### src/rtl/pslp_pkg.sv
// ----------------------------------------------------------------------------
// pslp_pkg
// Types and constants shared by the speed-loop PID drive unit.
// ----------------------------------------------------------------------------
package pslp_pkg;

   // Input modes
   localparam logic [1:0] MODE_RUN  = 2'd0;
   localparam logic [1:0] MODE_STOP = 2'd1;

   // Register indexes on the csr port
   localparam logic [1:0] CSR_GAIN_P   = 2'd0;
   localparam logic [1:0] CSR_GAIN_I   = 2'd1;
   localparam logic [1:0] CSR_GAIN_D   = 2'd2;
   localparam logic [1:0] CSR_PWM_PER  = 2'd3;

   // Register reset values
   localparam logic signed [23:0] GAIN_P_RESET  = 24'sd65536;
   localparam logic [15:0]        PWM_PER_RESET = 16'd999;

   // Controller output limit: 100 percent in Q.24
   localparam longint Q24_HUNDRED = 64'sd1677721600;

   // Divide by 100 as multiply by ceil(2^30/100), exact for inputs below 2^23
   localparam logic signed [24:0] DIV_RECIP = 25'sd10737419;
   localparam int                 DIV_SHIFT = 30;

   // Rounding offset for Q.24 to Q.8
   localparam logic [31:0] ROUND_HALF = 32'd32768;

   typedef struct packed {
      logic [1:0]         mode;
      logic signed [23:0] setpoint_speed;
      logic signed [23:0] measured_speed;
   } req_type;

   typedef struct packed {
      logic signed [15:0] drive_level;
      logic [15:0]        pwm_compare;
      logic               dir_a_level;
      logic               dir_b_level;
   } rsp_type;

   typedef enum logic [3:0] {
      ST_IDLE,
      ST_MUL_P,
      ST_MUL_I,
      ST_MUL_D,
      ST_ACC,
      ST_CLAMP,
      ST_ROUND,
      ST_MUL_PWM,
      ST_MUL_DIV,
      ST_DONE
   } state_type;

   typedef enum logic [2:0] {
      OP_P,
      OP_I,
      OP_D,
      OP_PWM,
      OP_DIV
   } op_type;

   typedef struct packed {
      logic   load_err;
      logic   stop_clr;
      logic   mul_en;
      op_type op_sel;
      logic   acc_clr;
      logic   acc_en;
      logic   last_upd;
      logic   clamp_en;
      logic   round_en;
      logic   out_load;
   } cmd_type;

   typedef struct packed {
      logic out_free;
   } status_type;

endpackage

### src/rtl/pid_speed_loop_pwm_drive_unit.sv
// ----------------------------------------------------------------------------
// pid_speed_loop_pwm_drive_unit
// Speed-loop PID with clamped integral, output clamp, PWM compare and
// direction pins, run as a sequencer over one shared multiplier.
// ----------------------------------------------------------------------------
// Run tick: five passes through the single multiplier (P, I, D, PWM, divide)
// plus accumulate, clamp, round and output load; the next input is taken only
// after the output load. Stop tick: loads a zero result. A tick in any other
// mode is taken and gives no result. A stalled result holds the next input.
// Synchronous reset clears integral, previous error and the output valid, and
// restores gains and PWM period to their defaults.
module pid_speed_loop_pwm_drive_unit #(
   parameter int TICK_RATE = 1000
) (
   input  logic              clock,
   input  logic              reset,
   // Input items
   input  logic              req_valid,
   output logic              req_stall,
   input  pslp_pkg::req_type req_data,
   // Result items
   output logic              rsp_valid,
   input  logic              rsp_stall,
   output pslp_pkg::rsp_type rsp_data,
   // Register writes
   input  logic              csr_valid,
   output logic              csr_ready,
   input  logic [1:0]        csr_index,
   input  logic [23:0]       csr_wdata
);
   import pslp_pkg::*;

   cmd_type    cmd;
   status_type status;

   // Registers are to be written only between ticks; the block does not enforce it
   assign csr_ready = 1'b1;

   pslp_ctrl u_ctrl (
      .clock     (clock),
      .reset     (reset),
      .req_valid (req_valid),
      .req_mode  (req_data.mode),
      .req_stall (req_stall),
      .status    (status),
      .cmd       (cmd)
   );

   pslp_datapath #(
      .TICK_RATE (TICK_RATE)
   ) u_datapath (
      .clock     (clock),
      .reset     (reset),
      .req_data  (req_data),
      .csr_valid (csr_valid && csr_ready),
      .csr_index (csr_index),
      .csr_wdata (csr_wdata),
      .cmd       (cmd),
      .status    (status),
      .rsp_valid (rsp_valid),
      .rsp_stall (rsp_stall),
      .rsp_data  (rsp_data)
   );

endmodule

### src/rtl/pslp_ctrl.sv
// ----------------------------------------------------------------------------
// pslp_ctrl
// Sequencer for one control tick: steps the shared multiplier through the
// P, I, D, PWM and divide products and hands the result to the output stage.
// ----------------------------------------------------------------------------
module pslp_ctrl (
   input  logic                 clock,
   input  logic                 reset,
   input  logic                 req_valid,
   input  logic [1:0]           req_mode,
   output logic                 req_stall,
   input  pslp_pkg::status_type status,
   output pslp_pkg::cmd_type    cmd
);
   import pslp_pkg::*;

   state_type state_ff;
   state_type state_in;

   // State register
   always_ff @(posedge clock) begin
      if (reset) begin
         state_ff <= ST_IDLE;
      end else begin
         state_ff <= state_in;
      end
   end

   // Take new items only between ticks
   assign req_stall = (state_ff != ST_IDLE);

   // Next state and datapath commands
   always_comb begin
      state_in     = state_ff;
      cmd          = '0;
      cmd.op_sel   = OP_P;
      case (state_ff)
         ST_IDLE: begin
            if (req_valid) begin
               if (req_mode == MODE_RUN) begin
                  cmd.load_err = 1'b1;
                  state_in     = ST_MUL_P;
               end else if (req_mode == MODE_STOP) begin
                  cmd.stop_clr = 1'b1;
                  state_in     = ST_DONE;
               end
            end
         end
         ST_MUL_P: begin
            cmd.mul_en  = 1'b1;
            cmd.op_sel  = OP_P;
            cmd.acc_clr = 1'b1;
            state_in    = ST_MUL_I;
         end
         ST_MUL_I: begin
            cmd.mul_en = 1'b1;
            cmd.op_sel = OP_I;
            cmd.acc_en = 1'b1;
            state_in   = ST_MUL_D;
         end
         ST_MUL_D: begin
            cmd.mul_en   = 1'b1;
            cmd.op_sel   = OP_D;
            cmd.acc_en   = 1'b1;
            cmd.last_upd = 1'b1;
            state_in     = ST_ACC;
         end
         ST_ACC: begin
            cmd.acc_en = 1'b1;
            state_in   = ST_CLAMP;
         end
         ST_CLAMP: begin
            cmd.clamp_en = 1'b1;
            state_in     = ST_ROUND;
         end
         ST_ROUND: begin
            cmd.round_en = 1'b1;
            state_in     = ST_MUL_PWM;
         end
         ST_MUL_PWM: begin
            cmd.mul_en = 1'b1;
            cmd.op_sel = OP_PWM;
            state_in   = ST_MUL_DIV;
         end
         ST_MUL_DIV: begin
            cmd.mul_en = 1'b1;
            cmd.op_sel = OP_DIV;
            state_in   = ST_DONE;
         end
         ST_DONE: begin
            // Hold until the output register can take the result
            if (status.out_free) begin
               cmd.out_load = 1'b1;
               state_in     = ST_IDLE;
            end
         end
         default: begin
            state_in = ST_IDLE;
         end
      endcase
   end

endmodule

### src/rtl/pslp_datapath.sv
// ----------------------------------------------------------------------------
// pslp_datapath
// Error and integral state, gain registers, one shared multiplier with its
// accumulator, clamp and rounding, PWM scaling and the output register.
// ----------------------------------------------------------------------------
module pslp_datapath #(
   parameter int TICK_RATE = 1000
) (
   input  logic                 clock,
   input  logic                 reset,
   input  pslp_pkg::req_type    req_data,
   input  logic                 csr_valid,
   input  logic [1:0]           csr_index,
   input  logic [23:0]          csr_wdata,
   input  pslp_pkg::cmd_type    cmd,
   output pslp_pkg::status_type status,
   output logic                 rsp_valid,
   input  logic                 rsp_stall,
   output pslp_pkg::rsp_type    rsp_data
);
   import pslp_pkg::*;

   // Integral limit is 100 speed-seconds in Q.8 ticks
   localparam longint SUM_LIM_L = longint'(100) * longint'(TICK_RATE) * longint'(256);
   localparam int     SUM_W     = $clog2(SUM_LIM_L + 1) + 1;
   localparam int     B_W       = (SUM_W > 26) ? SUM_W : 26;
   localparam int     PROD_W    = 25 + B_W;
   localparam int     ACC_W     = PROD_W + 2;
   localparam logic signed [SUM_W:0]   SUM_LIM = (SUM_W + 1)'(SUM_LIM_L);
   localparam logic signed [ACC_W-1:0] ACC_LIM = ACC_W'(Q24_HUNDRED);

   // Configuration registers
   logic signed [23:0] gain_p_ff;
   logic signed [23:0] gain_i_ff;
   logic signed [23:0] gain_d_ff;
   logic [15:0]        pwm_per_ff;

   always_ff @(posedge clock) begin
      if (reset) begin
         gain_p_ff  <= GAIN_P_RESET;
         gain_i_ff  <= '0;
         gain_d_ff  <= '0;
         pwm_per_ff <= PWM_PER_RESET;
      end else if (csr_valid) begin
         case (csr_index)
            CSR_GAIN_P:  gain_p_ff  <= csr_wdata;
            CSR_GAIN_I:  gain_i_ff  <= csr_wdata;
            CSR_GAIN_D:  gain_d_ff  <= csr_wdata;
            CSR_PWM_PER: pwm_per_ff <= csr_wdata[15:0];
            default: ;
         endcase
      end
   end

   // Error, clamped integral and previous error
   logic signed [24:0]      err_ff;
   logic signed [24:0]      last_ff;
   logic signed [SUM_W-1:0] esum_ff;
   logic signed [24:0]      err_in;
   logic signed [SUM_W:0]   esum_raw;
   logic signed [SUM_W-1:0] esum_in;

   assign err_in   = 25'(req_data.setpoint_speed) - 25'(req_data.measured_speed);
   assign esum_raw = (SUM_W + 1)'(esum_ff) + (SUM_W + 1)'(err_in);

   always_comb begin
      if (esum_raw > SUM_LIM) begin
         esum_in = SUM_W'(SUM_LIM);
      end else if (esum_raw < -SUM_LIM) begin
         esum_in = SUM_W'(-SUM_LIM);
      end else begin
         esum_in = SUM_W'(esum_raw);
      end
   end

   always_ff @(posedge clock) begin
      if (reset) begin
         esum_ff <= '0;
         last_ff <= '0;
      end else begin
         if (cmd.load_err) begin
            esum_ff <= esum_in;
         end
         if (cmd.last_upd) begin
            last_ff <= err_ff;
         end
      end
   end

   always_ff @(posedge clock) begin
      if (cmd.load_err) begin
         err_ff <= err_in;
      end
   end

   // Shared multiplier operand select
   logic signed [25:0]       err_diff;
   logic signed [24:0]       mul_a;
   logic signed [B_W-1:0]    mul_b;
   logic signed [PROD_W-1:0] prod_ff;
   logic [15:0]              mag_ff;
   logic signed [15:0]       drive_ff;

   assign err_diff = 26'(err_ff) - 26'(last_ff);

   always_comb begin
      case (cmd.op_sel)
         OP_P: begin
            mul_a = 25'(gain_p_ff);
            mul_b = B_W'(err_ff);
         end
         OP_I: begin
            mul_a = 25'(gain_i_ff);
            mul_b = B_W'(esum_ff);
         end
         OP_D: begin
            mul_a = 25'(gain_d_ff);
            mul_b = B_W'(err_diff);
         end
         OP_PWM: begin
            mul_a = signed'(25'(mag_ff));
            mul_b = signed'(B_W'(pwm_per_ff));
         end
         OP_DIV: begin
            mul_a = DIV_RECIP;
            mul_b = signed'(B_W'(prod_ff[30:8]));
         end
         default: begin
            mul_a = '0;
            mul_b = '0;
         end
      endcase
   end

   // Register each product; clear it for a stop result
   always_ff @(posedge clock) begin
      if (cmd.stop_clr) begin
         prod_ff <= '0;
      end else if (cmd.mul_en) begin
         prod_ff <= mul_a * mul_b;
      end
   end

   // Accumulate P, I and D terms
   logic signed [ACC_W-1:0] acc_ff;

   always_ff @(posedge clock) begin
      if (cmd.acc_clr) begin
         acc_ff <= '0;
      end else if (cmd.acc_en) begin
         acc_ff <= acc_ff + ACC_W'(prod_ff);
      end
   end

   // Clamp to +/-100 percent
   logic signed [31:0] accc_ff;

   always_ff @(posedge clock) begin
      if (cmd.clamp_en) begin
         if (acc_ff > ACC_LIM) begin
            accc_ff <= 32'(ACC_LIM);
         end else if (acc_ff < -ACC_LIM) begin
            accc_ff <= 32'(-ACC_LIM);
         end else begin
            accc_ff <= 32'(acc_ff);
         end
      end
   end

   // Round to Q7.8, ties away from zero
   logic [31:0] abs_val;
   logic [31:0] rnd_val;
   logic [15:0] dmag;

   assign abs_val = accc_ff[31] ? 32'(-accc_ff) : 32'(accc_ff);
   assign rnd_val = abs_val + ROUND_HALF;
   assign dmag    = rnd_val[31:16];

   always_ff @(posedge clock) begin
      if (cmd.stop_clr) begin
         drive_ff <= '0;
         mag_ff   <= '0;
      end else if (cmd.round_en) begin
         mag_ff   <= dmag;
         drive_ff <= accc_ff[31] ? -signed'(dmag) : signed'(dmag);
      end
   end

   // Output register
   logic    rsp_valid_ff;
   rsp_type rsp_data_ff;

   assign status.out_free = !rsp_valid_ff || !rsp_stall;

   always_ff @(posedge clock) begin
      if (reset) begin
         rsp_valid_ff <= 1'b0;
      end else if (cmd.out_load) begin
         rsp_valid_ff <= 1'b1;
      end else if (!rsp_stall) begin
         rsp_valid_ff <= 1'b0;
      end
   end

   always_ff @(posedge clock) begin
      if (cmd.out_load) begin
         rsp_data_ff.drive_level <= drive_ff;
         rsp_data_ff.pwm_compare <= prod_ff[DIV_SHIFT +: 16];
         rsp_data_ff.dir_a_level <= (drive_ff > 16'sd0);
         rsp_data_ff.dir_b_level <= drive_ff[15];
      end
   end

   assign rsp_valid = rsp_valid_ff;
   assign rsp_data  = rsp_data_ff;

endmodule
### config.mk
export PLATFORM = sky130hd
export DESIGN_NAME = pid_speed_loop_pwm_drive_unit
export DESIGN_NICKNAME = d
export VERILOG_FILES = /design/src/rtl/pslp_pkg.sv /design/src/rtl/pid_speed_loop_pwm_drive_unit.sv /design/src/rtl/pslp_ctrl.sv /design/src/rtl/pslp_datapath.sv
export SDC_FILE = /design/constraint.sdc
export NUM_CORES = 2
export LEC_CHECK = 0
export BUFFER_PORTS_ARGS = -buffer_cell sky130_fd_sc_hd__buf_2
export CORE_ASPECT_RATIO = 1.1
export CORE_MARGIN = 8
export CORE_UTILIZATION = 47
export DETAILED_ROUTE_END_ITERATION = 8
export PLACE_DENSITY = 0.67
export SLEW_MARGIN = 20
export SYNTH_ARGS = -nofsm -noshare
export SYNTH_HDL_FRONTEND = slang
export SYNTH_SLANG_ARGS = --single-unit
### constraint.sdc
create_clock -name clock -period 13.1 [get_ports clock]
set_input_delay 0.655 -clock clock [delete_from_list [all_inputs] [get_ports clock]]
set_output_delay 0.655 -clock clock [all_outputs]
set_load 0.05 [all_outputs]
==> impl_summary.log <==
[metrics] count of unresolved DRC violations after routing: 0
[metrics] most used flip-flop cell after synthesis: dfxtp_1
[metrics] largest area contributor in the netlist: fa_1
[metrics] nets: 6422
[metrics] maximum level of the CTS H-tree: 2
[metrics] setup repair bufs after CTS: 0
[metrics] hold slack final: 0.334 ns
[metrics] global-route wire length before repair: ~220 mm
[metrics] flip-flop and latch count after synthesis: 369
[metrics] setup-violating endpoint count in the final report: 0
[metrics] leakage power of the design: 0.0227 uW
[metrics] count of placed standard cells including taps: 6611
[metrics] source-to-sink clock delay at the later pin of the worst-skew pair: 0.58 ns
[metrics] pin count of the biggest net entering global routing: 78
[metrics] proportion of netlist area held by the largest area contributor: 0.302
[metrics] most prevalent standard cell on the critical path: fa_1
[metrics] Max stage delay on crit path: 0.92 ns
[metrics] vertical extent of the die: 342 um
[metrics] count of fill cells added during filler insertion: 9002
[metrics] clock input transition at the sequential cells of the worst setup and hold paths: approximately 0.06 ns
[metrics] worst max-slew margin expressed relative to the limit: 0.178
[metrics] power per cell area: 186 nW/um^2
[metrics] number of buffers inserted during clock tree synthesis: 40
[metrics] Placer Congestion: between 1 and 1.5
[metrics] area added between synthesis and finish: 7.49%
[metrics] TritonCTS clock tree: built
[metrics] hold crit path type: in -> reg
[metrics] CP Max Fanout: 38
[metrics] share of synthesized area occupied by flip-flops and latches: 0.182
[metrics] peak supply drop: 0.000249 V
[metrics] Required @ worst endpoint: 13.50 ns
[metrics] number of hold buffers added after cts: 0
[metrics] accumulated negative setup slack: 0 ns
[metrics] average instance area after synthesis: approximately 8.4 sq um
[metrics] die outline width: 312 um
[metrics] Max Slew Vio Count: 0
[metrics] Port Buffers: 116
[metrics] Initial DRC Count: 3620
[metrics] leading post-synthesis cells by cell area: fa_1 30%, dfxtp_1 12%, nand2_1 7.5%
[metrics] number of ports placed on the die boundary: 118
[metrics] Die Footprint: 107000 sq um
[metrics] total vias in the final route: between 30000 and 40000
[metrics] synthesized netlist cell count: ~5400
[metrics] kind of launch point of the worst setup path: flop
[metrics] number of placement rows: 119
[metrics] final period utilization: 0.841
[metrics] setup repair after global routing missed its margin: false
[metrics] status: complete, no violations
[metrics] Final Critical Period: 11.02 ns
[metrics] final routed wire length divided by cell count: ~21 um
[metrics] most common cell in the netlist: nand2_1
[metrics] vias in the first global route: 37900
[metrics] pin slew with the least headroom to its limit: ~1.2 ns
[metrics] total power: 9090 uW
[metrics] Std-Cell Core Area: 95700 sq um
[metrics] Highest Clock Rate: 0.0907 GHz
[metrics] layout cells sized above 1: 0.0633
[metrics] area of the mapped netlist: 45400 sq um
[metrics] number of resized instances in the post-cts repair step: 0
[metrics] Routed Antenna Nets: 0
[metrics] syn_nets: 6439
[metrics] post-detailed-placement half-perimeter wirelength: between 100 and 150 mm
[metrics] count of max-cap constraint violations: 0
[metrics] cell at the root of the clock tree: clkbuf_16
[metrics] commonest cells in the synthesized netlist: 911 x nand2_1, 861 x inv_1, 686 x fa_1
[metrics] count of endpoints failing hold in the final timing report: 0
[metrics] antenna violations before repair: 7
[metrics] cell with the largest stage delay on the worst path: nand2_1
[metrics] via-per-instance ratio: approximately 5.7
[metrics] Async S/R FF share, synth: 0
[metrics] TritonRoute pass-1 iters: 6
[metrics] data arrival time at the worst-slack endpoint: 11.42 ns
[metrics] WS Path Type: reg -> reg
[metrics] Initial Utilization: 0.475
[metrics] buffers from clock root to sink, at most: 3
[metrics] number of flops mapped to enable cells by yosys: 90
[metrics] grt ovf: 0
[metrics] non-filler cells, final: approximately 6700
[metrics] Cell variety after synth: 98
[metrics] total routing resource utilization after global routing: 0.264
[metrics] final WL: approximately 140 mm
[metrics] final worst clock skew: 0.0330 ns
[metrics] number of warnings reported in the yosys synthesis log: 0
[metrics] CP Capture Type: flop
[metrics] # clock sinks: 369
==> kinds of logic (layout without fill, tap and decap cells) <==
family / Yosys count / count (layout) / share of synthesized area
mux: 14 / 14 / 0.00317
simple gates: 1801 / 1801 / 0.174
fa+ha+maj: 959 / 959 / 0.377
other cells: 1 / 7 / 0.0000825
xor+xnor: 166 / 166 / 0.0320
flops: 369 / 369 / 0.182
compound gates: 970 / 970 / 0.139
buf+inv: 1121 / 1135 / 0.0928
==> metal layers <==
metal,track usage,part of all wire
met2,0.415,0.44
met3,0.0576,0.096
met5,0,0.00043
met1,0.351,0.41
met4,0.116,0.054
==> cell type report <==
type	count	area, sq um	area share
antenna	6	15.0	0.000307
clock buffer	51	1120	0.0230
clock inverter	22	307	0.00627
inverter	861	3230	0.0662
multi-input combinational	3911	33100	0.677
sequential	369	8290	0.170
tap	1270	1590	0.0325
timing repair buffer	201	1220	0.0250
==> critical path: cells and delay by family, from the launching register on <==
kind / cells / cell delay (ns)
fa+ha+maj: 8 / 3.78
compound gates: 10 / 3.47
buf+inv: 5 / 0.92
simple gates: 4 / 1.50
xor+xnor: 1 / 0.49
flops: 1 / 0.62
==> through the flow <==
stage,setup slack [ns],utilization,instance area [sq um]
after detailed placement,2.09,0.495,47400
after floorplan,3.03,-,45400
final,2.08,0.510,48900
after CTS,2.06,0.510,48800
after global placement,2.08,0.495,47400
after global routing,1.57,0.510,48800
==> state kept, by name, indices dropped and copies added, names as in the netlist <==
register	flops
u_datapath.last_ff	25
u_datapath.pwm_per_ff	16
u_datapath.gain_p_ff	24
u_ctrl.state_ff	4
u_datapath.esum_ff	26
u_datapath.drive_ff	16
u_datapath.mag_ff	15
u_datapath.gain_i_ff	24
u_datapath.rsp_data	33
u_datapath.prod_ff	51
u_datapath.acc_ff	53
u_datapath.err_ff	25
u_datapath.accc_ff	32
u_datapath.gain_d_ff	24
u_datapath.rsp_valid	1
==> report_power, final <==
group          switching [uW]  internal (uW)  total (uW)
registers                 256           1360        1620
logic                    3920           2300        6230
clock network             505            749        1250
==> path summary, 6_finish.rpt <==
| check | start | end | slack, ns | cells after the start |
|---|---|---|---|---|
| max reg2reg | u_ctrl.state_ff[3] | u_datapath.prod_ff[34] | 2.08 | 28 |
| min reg2reg | u_datapath.last_ff[16] | u_datapath.last_ff[16] | 0.45 | 2 |
| min | csr_wdata[16] | u_datapath.gain_p_ff[16] | 0.33 | 3 |
| max | u_ctrl.state_ff[3] | u_datapath.prod_ff[34] | 2.08 | 28 |
==> layout by cell type (no fill, tap or decap), types with 18 or more instances in the layout <==
master,instances
inv_1,861
nor2b_1,27
and3_1,23
buf_2,115
or3_1,19
nor3_1,50
a31oi_1,30
o21a_1,28
a22oi_1,30
a21oi_1,357
nand4_1,32
nand2b_1,45
o211ai_1,22
o21bai_1,18
edfxtp_1,90
nor4_1,27
nor2_1,453
a211oi_1,52
nand3_1,63
and2_1,43
xnor2_1,112
o21ai_0,126
ha_1,271
nand2_1,909
nand3b_1,18
dfxtp_1,279
fa_1,686
a221oi_1,25
xor2_1,54
buf_4,85
o31ai_1,18
clkbuf_16,42
a21o_1,87
Note: power is estimated with default switching activity, not from simulation.
